--- config.mk ---
export PLATFORM = sky130hd
export DESIGN_NAME = averaged_scale_readout_top
export DESIGN_NICKNAME = d
export VERILOG_FILES = /design/src/rtl/asr_pkg.sv /design/src/rtl/asr_front.sv /design/src/rtl/asr_div.sv /design/src/rtl/asr_back.sv /design/src/rtl/averaged_scale_readout_top.sv
export SDC_FILE = /design/constraint.sdc
export NUM_CORES = 1
export LEC_CHECK = 0
export ABC_AREA = 1
export BUFFER_PORTS_ARGS = -buffer_cell sky130_fd_sc_hd__buf_2
export CORE_ASPECT_RATIO = 0.8
export CORE_MARGIN = 1
export CORE_UTILIZATION = 30
export DETAILED_ROUTE_END_ITERATION = 6
export GPL_ROUTABILITY_DRIVEN = 0
export GPL_TIMING_DRIVEN = 0
export HOLD_SLACK_MARGIN = 0.12
export SLEW_MARGIN = 30
export SYNTH_ARGS = -nofsm -noshare
export SYNTH_HDL_FRONTEND = slang
export SYNTH_SLANG_ARGS = --single-unit
export TNS_END_PERCENT = 1
--- constraint.sdc ---
create_clock -name clock -period 11.3 [get_ports clock]
set_input_delay 0 -clock clock [delete_from_list [all_inputs] [get_ports clock]]
set_output_delay 0 -clock clock [all_outputs]
set_load 0.005 [all_outputs]
--- src/rtl/asr_pkg.sv ---
// Shared types, constants and small lookup functions for the averaged scale readout.
// Used by every module of the block; depends on nothing else.

package asr_pkg;

   localparam int ADC_BITS    = 12;
   localparam int COUNT_W     = 8;
   localparam int WEIGHT_W    = 14;
   localparam int NUM_DIGITS  = 4;
   localparam int POS_W       = 2;
   localparam int SEG_W       = 8;
   localparam int BCD_W       = 4 * NUM_DIGITS;

   // A window holds at most 2^COUNT_W samples, so the sum and divisor follow from that.
   localparam int SUM_W       = ADC_BITS + COUNT_W;
   localparam int DIVISOR_W   = COUNT_W + 1;
   localparam int DIV_CNT_W   = $clog2(SUM_W);
   localparam int PROD_W      = ADC_BITS + WEIGHT_W;
   localparam int DD_W        = BCD_W + WEIGHT_W;
   localparam int DD_CNT_W    = $clog2(WEIGHT_W);

   localparam int REQ_W       = ((ADC_BITS + 1 + 7) / 8) * 8;
   localparam int RSP_USED_W  = WEIGHT_W + 3 + POS_W + SEG_W;
   localparam int RSP_W       = ((RSP_USED_W + 7) / 8) * 8;

   localparam int QDEPTH      = 2;
   localparam int QPTR_W      = $clog2(QDEPTH);

   localparam int CSR_ADDR_W  = 1;
   localparam logic [CSR_ADDR_W-1:0] REG_SAMPLE_COUNT = 1'd0;
   localparam logic [CSR_ADDR_W-1:0] REG_FULL_SCALE   = 1'd1;

   localparam logic [COUNT_W-1:0]  SAMPLE_COUNT_RESET = 8'd5;
   localparam logic [WEIGHT_W-1:0] FULL_SCALE_RESET   = 14'd500;
   localparam logic [WEIGHT_W-1:0] WEIGHT_MAX         = 14'd9999;
   localparam logic [SEG_W-1:0]    DP_BIT             = 8'h80;

   // Action codes on the request side.
   localparam logic [1:0] ACT_SAMPLE = 2'd0;
   localparam logic [1:0] ACT_KEY    = 2'd1;
   localparam logic [1:0] ACT_SCAN   = 2'd2;

   // Work kinds after classification.
   localparam logic [1:0] KIND_SAMPLE = 2'd0;
   localparam logic [1:0] KIND_TOGGLE = 2'd1;
   localparam logic [1:0] KIND_SCAN   = 2'd2;
   localparam logic [1:0] KIND_NONE   = 2'd3;

   typedef struct packed {
      logic [1:0]          kind;
      logic [ADC_BITS-1:0] sample;
   } item_type;

   typedef struct packed {
      logic [COUNT_W-1:0]  sample_count;
      logic [WEIGHT_W-1:0] full_scale;
   } cfg_type;

   typedef struct packed {
      logic [WEIGHT_W-1:0] weight;
      logic                average_done;
      logic                report;
      logic                kg_mode;
      logic [POS_W-1:0]    digit_position;
      logic [SEG_W-1:0]    segments;
   } rsp_type;

   function automatic logic [SEG_W-1:0] seg_code(input logic [3:0] digit);
      logic [SEG_W-1:0] code;
      case (digit)
         4'd0:    code = 8'h3F;
         4'd1:    code = 8'h06;
         4'd2:    code = 8'h5B;
         4'd3:    code = 8'h4F;
         4'd4:    code = 8'h66;
         4'd5:    code = 8'h6D;
         4'd6:    code = 8'h7D;
         4'd7:    code = 8'h07;
         4'd8:    code = 8'h7F;
         4'd9:    code = 8'h6F;
         default: code = 8'h00;
      endcase
      return code;
   endfunction

endpackage

--- src/rtl/asr_front.sv ---
// Front end: accepts request transactions, classifies them and holds them in a short queue.
// Depends on asr_pkg.

module asr_front (
   input  logic                         clock,
   input  logic                         reset,
   input  logic                         in_valid,
   output logic                         in_ready,
   input  logic [1:0]                   in_action,
   input  logic [asr_pkg::ADC_BITS-1:0] in_sample,
   input  logic                         in_key,
   output logic                         q_valid,
   output asr_pkg::item_type            q_item,
   input  logic                         q_pop
);

   asr_pkg::item_type             q_ff [asr_pkg::QDEPTH];
   logic [asr_pkg::QPTR_W-1:0]    wr_ptr_ff, wr_ptr_in;
   logic [asr_pkg::QPTR_W-1:0]    rd_ptr_ff, rd_ptr_in;
   logic [asr_pkg::QPTR_W:0]      count_ff, count_in;
   asr_pkg::item_type             item;
   logic                          push;
   logic                          pop;

   // A key event with the key released changes nothing, so it is queued as a no-op.
   always_comb begin
      item.sample = in_sample;
      case (in_action)
         asr_pkg::ACT_SAMPLE: item.kind = asr_pkg::KIND_SAMPLE;
         asr_pkg::ACT_KEY:    item.kind = in_key ? asr_pkg::KIND_TOGGLE : asr_pkg::KIND_NONE;
         asr_pkg::ACT_SCAN:   item.kind = asr_pkg::KIND_SCAN;
         default:             item.kind = asr_pkg::KIND_NONE;
      endcase
   end

   assign in_ready = (count_ff != (asr_pkg::QPTR_W+1)'(asr_pkg::QDEPTH));
   assign push     = in_valid && in_ready;
   assign q_valid  = (count_ff != '0);
   assign pop      = q_pop && q_valid;
   assign q_item   = q_ff[rd_ptr_ff];

   // The depth is a power of two, so the pointers wrap on their own.
   always_comb begin
      wr_ptr_in = push ? wr_ptr_ff + 1'b1 : wr_ptr_ff;
      rd_ptr_in = pop  ? rd_ptr_ff + 1'b1 : rd_ptr_ff;
      count_in  = count_ff;
      if (push && !pop) begin
         count_in = count_ff + 1'b1;
      end else if (pop && !push) begin
         count_in = count_ff - 1'b1;
      end
   end

   always_ff @(posedge clock) begin
      if (reset) begin
         wr_ptr_ff <= '0;
         rd_ptr_ff <= '0;
         count_ff  <= '0;
      end else begin
         wr_ptr_ff <= wr_ptr_in;
         rd_ptr_ff <= rd_ptr_in;
         count_ff  <= count_in;
      end
   end

   always_ff @(posedge clock) begin
      if (push) begin
         q_ff[wr_ptr_ff] <= item;
      end
   end

endmodule

--- src/rtl/asr_div.sv ---
// Restoring serial divider, one quotient bit per cycle, for the sample average.
// Depends on asr_pkg.

module asr_div (
   input  logic                          clock,
   input  logic                          reset,
   input  logic                          start,
   input  logic [asr_pkg::SUM_W-1:0]     dividend,
   input  logic [asr_pkg::DIVISOR_W-1:0] divisor,
   output logic                          done,
   output logic [asr_pkg::SUM_W-1:0]     quotient
);

   logic                            busy_ff, busy_in;
   logic                            done_ff, done_in;
   logic [asr_pkg::DIV_CNT_W-1:0]   cnt_ff, cnt_in;
   logic [asr_pkg::DIVISOR_W-1:0]   dvs_ff, dvs_in;
   logic [asr_pkg::DIVISOR_W-1:0]   rem_ff, rem_in;
   logic [asr_pkg::SUM_W-1:0]       quo_ff, quo_in;
   logic [asr_pkg::DIVISOR_W:0]     rem_sh;
   logic [asr_pkg::DIVISOR_W:0]     rem_sub;
   logic                            ge;

   // The quotient register starts as the dividend and shifts quotient bits in from the bottom.
   always_comb begin
      rem_sh  = {rem_ff, quo_ff[asr_pkg::SUM_W-1]};
      rem_sub = rem_sh - {1'b0, dvs_ff};
      ge      = (rem_sh >= {1'b0, dvs_ff});
      busy_in = busy_ff;
      done_in = 1'b0;
      cnt_in  = cnt_ff;
      dvs_in  = dvs_ff;
      rem_in  = rem_ff;
      quo_in  = quo_ff;
      if (start) begin
         busy_in = 1'b1;
         cnt_in  = '0;
         dvs_in  = divisor;
         rem_in  = '0;
         quo_in  = dividend;
      end else if (busy_ff) begin
         rem_in = ge ? rem_sub[asr_pkg::DIVISOR_W-1:0] : rem_sh[asr_pkg::DIVISOR_W-1:0];
         quo_in = {quo_ff[asr_pkg::SUM_W-2:0], ge};
         cnt_in = cnt_ff + 1'b1;
         if (cnt_ff == asr_pkg::DIV_CNT_W'(asr_pkg::SUM_W - 1)) begin
            busy_in = 1'b0;
            done_in = 1'b1;
         end
      end
   end

   always_ff @(posedge clock) begin
      if (reset) begin
         busy_ff <= 1'b0;
         done_ff <= 1'b0;
         cnt_ff  <= '0;
      end else begin
         busy_ff <= busy_in;
         done_ff <= done_in;
         cnt_ff  <= cnt_in;
      end
   end

   always_ff @(posedge clock) begin
      dvs_ff <= dvs_in;
      rem_ff <= rem_in;
      quo_ff <= quo_in;
   end

   assign done     = done_ff;
   assign quotient = quo_ff;

endmodule

--- src/rtl/asr_back.sv ---
// Back end: sample accumulation, weight scaling, decimal conversion, display scan
// and the result register. Depends on asr_pkg and asr_div.

module asr_back (
   input  logic              clock,
   input  logic              reset,
   input  asr_pkg::cfg_type  cfg,
   input  logic              q_valid,
   input  asr_pkg::item_type q_item,
   output logic              q_pop,
   output logic              out_valid,
   input  logic              out_ready,
   output asr_pkg::rsp_type  out_data
);

   localparam logic [2:0] S_IDLE = 3'd0;
   localparam logic [2:0] S_DIV  = 3'd1;
   localparam logic [2:0] S_MUL  = 3'd2;
   localparam logic [2:0] S_SAT  = 3'd3;
   localparam logic [2:0] S_BCD  = 3'd4;
   localparam logic [2:0] S_OUT  = 3'd5;

   logic [2:0]                       state_ff, state_in;
   logic [asr_pkg::SUM_W-1:0]        sum_ff, sum_in;
   logic [asr_pkg::COUNT_W-1:0]      taken_ff, taken_in;
   logic [asr_pkg::WEIGHT_W-1:0]     cur_w_ff, cur_w_in;
   logic [asr_pkg::WEIGHT_W-1:0]     rep_w_ff, rep_w_in;
   logic                             report_ff, report_in;
   logic                             mode_ff, mode_in;
   logic [asr_pkg::POS_W-1:0]        pos_ff, pos_in;
   logic [asr_pkg::NUM_DIGITS-1:0][3:0] bcd_ff, bcd_in;
   logic [asr_pkg::PROD_W-1:0]       prod_ff, prod_in;
   logic [asr_pkg::DD_W-1:0]         dd_ff, dd_in;
   logic [asr_pkg::DD_CNT_W-1:0]     dd_cnt_ff, dd_cnt_in;
   logic                             out_valid_ff, out_valid_in;
   asr_pkg::rsp_type                 out_ff, out_in;

   logic                             out_free;
   logic                             pop;
   logic [asr_pkg::SUM_W-1:0]        sum_new;
   logic [asr_pkg::COUNT_W-1:0]      taken_new;
   logic [asr_pkg::COUNT_W-1:0]      need;
   logic                             window_full;
   logic [asr_pkg::DIVISOR_W-1:0]    divisor;
   logic                             div_start;
   logic                             div_done;
   logic [asr_pkg::SUM_W-1:0]        quotient;
   logic [asr_pkg::WEIGHT_W-1:0]     w_raw;
   logic [asr_pkg::WEIGHT_W-1:0]     w_sat;
   logic [3:0]                       digit;
   logic [asr_pkg::SEG_W-1:0]        segs;

   // One double-dabble step: fix up every decimal digit, then shift the whole word left.
   function automatic logic [asr_pkg::DD_W-1:0] dd_step(input logic [asr_pkg::DD_W-1:0] v);
      logic [asr_pkg::DD_W-1:0] t;
      t = v;
      for (int i = 0; i < asr_pkg::NUM_DIGITS; i++) begin
         if (t[asr_pkg::WEIGHT_W + 4*i +: 4] >= 4'd5) begin
            t[asr_pkg::WEIGHT_W + 4*i +: 4] = t[asr_pkg::WEIGHT_W + 4*i +: 4] + 4'd3;
         end
      end
      return {t[asr_pkg::DD_W-2:0], 1'b0};
   endfunction

   asr_div u_div (
      .clock    (clock),
      .reset    (reset),
      .start    (div_start),
      .dividend (sum_new),
      .divisor  (divisor),
      .done     (div_done),
      .quotient (quotient)
   );

   assign out_free = !out_valid_ff || out_ready;
   assign pop      = (state_ff == S_IDLE) && q_valid && out_free;
   assign q_pop    = pop;

   always_comb begin
      sum_new     = sum_ff + {{asr_pkg::COUNT_W{1'b0}}, q_item.sample};
      taken_new   = taken_ff + 1'b1;
      need        = (cfg.sample_count == '0) ? asr_pkg::COUNT_W'(1) : cfg.sample_count;
      // A count that wraps to zero means a full window of 2^COUNT_W samples.
      window_full = (taken_new >= need) || (taken_new == '0);
      divisor     = (taken_new == '0) ? {1'b1, {asr_pkg::COUNT_W{1'b0}}} : {1'b0, taken_new};
      div_start   = pop && (q_item.kind == asr_pkg::KIND_SAMPLE) && window_full;
      w_raw       = prod_ff[asr_pkg::PROD_W-1:asr_pkg::ADC_BITS];
      w_sat       = (w_raw > asr_pkg::WEIGHT_MAX) ? asr_pkg::WEIGHT_MAX : w_raw;
      digit       = bcd_ff[pos_ff];
      segs        = asr_pkg::seg_code(digit);
      if ((pos_ff == asr_pkg::POS_W'(asr_pkg::NUM_DIGITS - 1)) && mode_ff && (digit == 4'd0)) begin
         segs = segs | asr_pkg::DP_BIT;
      end
   end

   always_comb begin
      state_in     = state_ff;
      sum_in       = sum_ff;
      taken_in     = taken_ff;
      cur_w_in     = cur_w_ff;
      rep_w_in     = rep_w_ff;
      report_in    = report_ff;
      mode_in      = mode_ff;
      pos_in       = pos_ff;
      bcd_in       = bcd_ff;
      prod_in      = prod_ff;
      dd_in        = dd_ff;
      dd_cnt_in    = dd_cnt_ff;
      out_in       = out_ff;
      out_valid_in = out_valid_ff && !out_ready;

      out_in.weight         = out_ff.weight;
      out_in.average_done   = out_ff.average_done;

      case (state_ff)
         S_IDLE: begin
            if (pop) begin
               out_in.weight         = cur_w_ff;
               out_in.average_done   = 1'b0;
               out_in.report         = 1'b0;
               out_in.kg_mode        = mode_ff;
               out_in.digit_position = pos_ff;
               out_in.segments       = '0;
               out_valid_in          = 1'b1;
               case (q_item.kind)
                  asr_pkg::KIND_SAMPLE: begin
                     if (window_full) begin
                        sum_in       = '0;
                        taken_in     = '0;
                        out_valid_in = out_valid_ff && !out_ready;
                        out_in       = out_ff;
                        state_in     = S_DIV;
                     end else begin
                        sum_in   = sum_new;
                        taken_in = taken_new;
                     end
                  end
                  asr_pkg::KIND_TOGGLE: begin
                     mode_in        = !mode_ff;
                     out_in.kg_mode = !mode_ff;
                  end
                  asr_pkg::KIND_SCAN: begin
                     out_in.segments = segs;
                     pos_in          = pos_ff + 1'b1;
                  end
                  default: begin
                  end
               endcase
            end
         end
         S_DIV: begin
            if (div_done) begin
               state_in = S_MUL;
            end
         end
         S_MUL: begin
            prod_in  = quotient[asr_pkg::ADC_BITS-1:0] * cfg.full_scale;
            state_in = S_SAT;
         end
         S_SAT: begin
            cur_w_in  = w_sat;
            report_in = (w_sat != rep_w_ff);
            rep_w_in  = w_sat;
            dd_in     = {{asr_pkg::BCD_W{1'b0}}, w_sat};
            dd_cnt_in = '0;
            state_in  = S_BCD;
         end
         S_BCD: begin
            dd_in     = dd_step(dd_ff);
            dd_cnt_in = dd_cnt_ff + 1'b1;
            if (dd_cnt_ff == asr_pkg::DD_CNT_W'(asr_pkg::WEIGHT_W - 1)) begin
               state_in = S_OUT;
            end
         end
         S_OUT: begin
            bcd_in = dd_ff[asr_pkg::DD_W-1:asr_pkg::WEIGHT_W];
            if (out_free) begin
               out_in.weight         = cur_w_ff;
               out_in.average_done   = 1'b1;
               out_in.report         = report_ff;
               out_in.kg_mode        = mode_ff;
               out_in.digit_position = pos_ff;
               out_in.segments       = '0;
               out_valid_in          = 1'b1;
               state_in              = S_IDLE;
            end
         end
         default: begin
            state_in = S_IDLE;
         end
      endcase
   end

   always_ff @(posedge clock) begin
      if (reset) begin
         state_ff     <= S_IDLE;
         sum_ff       <= '0;
         taken_ff     <= '0;
         cur_w_ff     <= '0;
         rep_w_ff     <= '0;
         report_ff    <= 1'b0;
         mode_ff      <= 1'b0;
         pos_ff       <= '0;
         bcd_ff       <= '0;
         out_valid_ff <= 1'b0;
      end else begin
         state_ff     <= state_in;
         sum_ff       <= sum_in;
         taken_ff     <= taken_in;
         cur_w_ff     <= cur_w_in;
         rep_w_ff     <= rep_w_in;
         report_ff    <= report_in;
         mode_ff      <= mode_in;
         pos_ff       <= pos_in;
         bcd_ff       <= bcd_in;
         out_valid_ff <= out_valid_in;
      end
   end

   always_ff @(posedge clock) begin
      prod_ff   <= prod_in;
      dd_ff     <= dd_in;
      dd_cnt_ff <= dd_cnt_in;
      out_ff    <= out_in;
   end

   assign out_valid = out_valid_ff;
   assign out_data  = out_ff;

endmodule

--- src/rtl/averaged_scale_readout_top.sv ---
// Top level of the averaged scale readout: configuration registers, front end and back end.
// Depends on asr_pkg, asr_front and asr_back.
//
//   channel   direction   handshake              payload
//   req       in          req_tvalid/tready      tuser action, tdata sample and key level
//   rsp       out         rsp_tvalid/tready      tdata weight, flags, digit and segments
//   csr       in          csr_we                 csr_addr register index, csr_wdata value
//
// A key event, a scan tick or a sample that does not close a window is handled in the back
// end's idle state. A sample that closes a window goes through 20 steps of the serial
// divider, a multiply and saturate, and 14 steps of the binary-to-decimal conversion.
// Reset is synchronous and clears all control and weight state. The queue keeps taking
// transactions, until it is full, while the back end is busy or the result is stalled.

module averaged_scale_readout_top (
   input  logic                             clock,
   input  logic                             reset,
   input  logic                             req_tvalid,
   output logic                             req_tready,
   input  logic [asr_pkg::REQ_W-1:0]        req_tdata,   // sample_value, key_level
   input  logic [1:0]                       req_tuser,   // action
   output logic                             rsp_tvalid,
   input  logic                             rsp_tready,
   output logic [asr_pkg::RSP_W-1:0]        rsp_tdata,   // weight, average_done, report,
                                                         // kg_mode, digit_position, segments
   input  logic                             csr_we,
   input  logic [asr_pkg::CSR_ADDR_W-1:0]   csr_addr,
   input  logic [asr_pkg::WEIGHT_W-1:0]     csr_wdata
);

   asr_pkg::cfg_type   cfg_ff, cfg_in;
   logic               q_valid;
   logic               q_pop;
   asr_pkg::item_type  q_item;
   asr_pkg::rsp_type   rsp;

   always_comb begin
      cfg_in = cfg_ff;
      if (csr_we) begin
         case (csr_addr)
            asr_pkg::REG_SAMPLE_COUNT: cfg_in.sample_count = csr_wdata[asr_pkg::COUNT_W-1:0];
            asr_pkg::REG_FULL_SCALE:   cfg_in.full_scale   = csr_wdata;
            default: begin
            end
         endcase
      end
   end

   always_ff @(posedge clock) begin
      if (reset) begin
         cfg_ff.sample_count <= asr_pkg::SAMPLE_COUNT_RESET;
         cfg_ff.full_scale   <= asr_pkg::FULL_SCALE_RESET;
      end else begin
         cfg_ff <= cfg_in;
      end
   end

   asr_front u_front (
      .clock     (clock),
      .reset     (reset),
      .in_valid  (req_tvalid),
      .in_ready  (req_tready),
      .in_action (req_tuser),
      .in_sample (req_tdata[asr_pkg::ADC_BITS-1:0]),
      .in_key    (req_tdata[asr_pkg::ADC_BITS]),
      .q_valid   (q_valid),
      .q_item    (q_item),
      .q_pop     (q_pop)
   );

   asr_back u_back (
      .clock     (clock),
      .reset     (reset),
      .cfg       (cfg_ff),
      .q_valid   (q_valid),
      .q_item    (q_item),
      .q_pop     (q_pop),
      .out_valid (rsp_tvalid),
      .out_ready (rsp_tready),
      .out_data  (rsp)
   );

   assign rsp_tdata = {{(asr_pkg::RSP_W - asr_pkg::RSP_USED_W){1'b0}},
                       rsp.segments, rsp.digit_position, rsp.kg_mode,
                       rsp.report, rsp.average_done, rsp.weight};

endmodule
==> flow_summary.yaml <==
timing:
  setup_violations: 0
  hold_viol_final: 0
  worst_pin_slew_ps: 888
  finalSetupTns_ps: 0
  finalClockSkew_ps: 23.6
  period_share: 0.535
  hold_ws_ps: 179
  slew-limit-headroom: 0.408
  final_max_slew_viol_count: 0
  min_period_ps: 6050
  rsz0062_at_grt: "false"
  fmax_mhz: 165
worst_setup_path:
  critPathLaunchType: "flop"
  critPathKind: "flop to flop"
  critPathTopFamily: "adder cells"
  worst_path_max_delay_cell: "clkbuf_1"
  arrival_ps: 6340
  end_kind: "flop"
  reg2reg_depth: 18
  rrSetupSlack_ps: 5250
  crit_path_max_fanout: 10
  critPathMaxStageDelay_ps: 630
  required_ps: 11600
  crit_chain: "clkbuf_1, nand2_1, fa_1, inv_1, fa_1, fa_1, fa_1, inv_1, fa_1, inv_1, ha_1, nand2_1, nor2_1, nand4_1, o21ai_0, nand3b_1, nand3_1, nand2_1"
  worst_path_most_repeated_cell: "fa_1"
  critPathBufInv: 4
  reg2reg_to: "u_back.prod_ff[22]"
  regToRegStartpoint: "u_back.u_div.quotient[7]"
synthesis:
  avgSynthCellArea_um2: 8.16
  synth_edf_count: 132
  synth.most_common_cell: "nand2_1"
  yosys_warnings: 0
  syn_area_um2: 17100
  async_reset_ff_frac: 0
  ys_ff_latch: 241
  synth_ff_type: "edfxtp_1"
  synth.top_cells.by_count: "nand2_1 (544), inv_1 (394), a21oi_1 (137)"
  ys_types: 48
  synthTopCellsByArea: "edfxtp_1 (23%), fa_1 (14%), dfxtp_1 (13%)"
  postSynthCellCount: 2094
  synth_top_cell_area_share: 0.232
  yosysSeqAreaShare: 0.360
  synth.largest_area_cell: "edfxtp_1"
detailed_routing:
  vias: 14000
  firstDrtPassIters: 6
  drtAntennaViolNets: 0
  avgRoutedWirePerCell_um: 14.2
  drt_iter0_markers: 993
  drc_errors: 0
  vias_per_cell: 4.65
  drt-total-wl_mm: 42.7
hold_path:
  whs_path_depth: 2
  min_path_type: "primary input to flop"
  hp-start: "req_tdata[5]"
  min_to: "u_front.q_ff[1][5]"
pwr:
  p_per_area_nw_per_um2: 209
  p_switching_w: 0.00171
  switching_share: 0.416
  p_int_w: 0.00240
  p_seq_frac: 0.286
  clkPwrFrac: 0.225
  combPwrFrac: 0.489
  ir_worst_vdd_mv: 0.182
  p_leak_nw: 9.41
  total_power_w: 0.00411
global_route:
  grt_max_degree: 36
  track_usage: 0.151
  grt_pass1_wl_mm: 70.6
  antenna_found_initial: 0
  overflow: 0
  grt_pass1_vias: 14100
finish:
  utilization: 0.353
  area_growth_pct: 15.3
  fillers: 5703
  design_area_um2: 19700
  fin_nets: 2494
  antenna_cells: 0
  drive_gt1_frac: 0.0756
floorplan:
  io_pins: 72
  die_x_um: 269
  core_um2: 55800
  die-area_um2: 57900
  initial_core_util: 0.306
  num_rows: 77
  die_h_um: 215
flow_run:
  cap_violations: 0
place:
  dp_hpwl_mm: 33.8
  dpl_cell_area_um2: 18400
  io_buffers: 62
cts:
  postCtsSetupBuffers: 0
  cts_sinks: 241
  clk_latency_ps: 570
  cts_tree: "built"
  cts_buffer_depth: 3
  clkTransAtPathRegs_ps: 60
  cts_max_level: 1
  cts_buffers: 27
  cts-root-buf: "clkbuf_16"
run_status:
  status: "finished, final reports clean"
## worst max path at each step
stage,start,to,cells past startpoint
2_1_floorplan,u_back.u_div.quotient[11],u_back.prod_ff[22],18
3_3_place_gp,u_back.u_div.quotient[7],u_back.prod_ff[22],18
3_5_place_dp,u_back.u_div.quotient[8],u_back.prod_ff[22],18
4_1_cts,u_back.u_div.quotient[8],u_back.prod_ff[22],18
5_1_grt,u_back.u_div.quotient[7],u_back.prod_ff[22],18
6_report,u_back.u_div.quotient[7],u_back.prod_ff[22],18
## worst register-to-register path: cells and delay by family, from the launching register on
family | cells | cell delay (ps)
AOI/OAI and AO/OA | 1 | 520
adders and majority gates | 6 | 3020
buffers and inverters | 4 | 780
DFF | 1 | 560
and+or+nand+nor | 7 | 920
## through the flow
stage,setup WS [ps],instances
after global routing,4870,2999
after CTS,5280,2999
final,5250,2999
after floorplan,6380,2098
after global placement,5360,2910
after detailed placement,5300,2914
## logic make-up (layout without fill, tap and decap cells)
group                      Yosys count  after routing  share of synthesized area
adders and majority gates          228            228                      0.220
xor gates and xnor gates            38             38                     0.0195
buffers and inverters              475            626                      0.108
and+or+nand+nor                    815            815                      0.195
DFF                                241            241                      0.360
other                                1              5                   0.000219
muxes                               13             13                    0.00849
AOI/OAI and AO/OA                  283            283                     0.0882
## power groups by stage
| stage | clock network, W | logic (W) | registers (W) |
|---|---|---|---|
| after floorplan | 0 | 0.00143 | 0.00119 |
| after global placement | 0 | 0.00194 | 0.00120 |
| after detailed placement | 0 | 0.00198 | 0.00119 |
| after CTS | 0.000950 | 0.00201 | 0.00117 |
| after global routing | 0.000983 | 0.00230 | 0.00119 |
| final | 0.000925 | 0.00201 | 0.00117 |
## area by class of cell
| class | count | area, um2 | share of cell area |
|---|---|---|---|
| clock buffers | 37 | 743 | 0.0377 |
| plain buffers | 72 | 339 | 0.0172 |
| repair buffers | 101 | 706 | 0.0358 |
| inverters | 403 | 1510 | 0.0768 |
| multi-input cells | 1382 | 9130 | 0.463 |
| well taps | 750 | 938 | 0.0476 |
| clock inverters | 13 | 189 | 0.00959 |
| flip-flops and latches | 241 | 6150 | 0.312 |
## flip-flops by register name, indices dropped and copies added, names as in the netlist, 2 cells and up, named ones only
name	cells
u_back.dd_cnt_ff	4
u_back.pos_ff	2
u_back.out_data	27
u_back.u_div.dvs_ff	9
u_back.cur_w_ff	14
u_front.q_ff	28
u_back.u_div.quotient	20
u_back.taken_ff	8
u_back.prod_ff	14
u_back.u_div.rem_ff	9
u_back.bcd_ff	16
u_back.state_ff	3
u_back.dd_ff	30
u_back.u_div.cnt_ff	5
u_back.sum_ff	20
u_front.count_ff	2
cfg_ff	22
## routing by layer
metal	wire length, um	global-route usage	up-vias
met4	919	0.0354	0
li1	-	-	6842
met1	20600	0.219	6659
met5	0	0	-
met2	18400	0.235	389
met3	2790	0.0236	60
## what timing repair did
| action | 4_1_cts | 5_1_grt |
|---|---|---|
| endpoints found under the setup margin | 0 | 0 |
| endpoints found under the hold margin | 74 | 0 |
| hold buffers | 35 | 0 |
| gates resized for setup | 0 | 0 |
## cells in the final DEF (no fill, tap or decap), drive strengths merged, types with 2 or more instances in the layout
cell type / instances
a21oi: 138
xnor2: 11
nor4: 3
dlygate4sd3: 35
nor2: 134
or2: 3
a31oi: 15
o21a: 3
nor3: 33
edfxtp: 132
and2: 4
conb: 5
buf: 84
dfxtp: 109
nand3: 63
clkbuf: 91
clkinv: 8
xor2: 27
nand3b: 10
o211ai: 5
fa: 121
o21bai: 2
inv: 404
nand4: 10
nand2: 552
o21ai: 106
a21o: 6
a211oi: 5
mux2: 12
bufinv: 4
and3: 2
ha: 107
(Power assumes the default switching activity.)
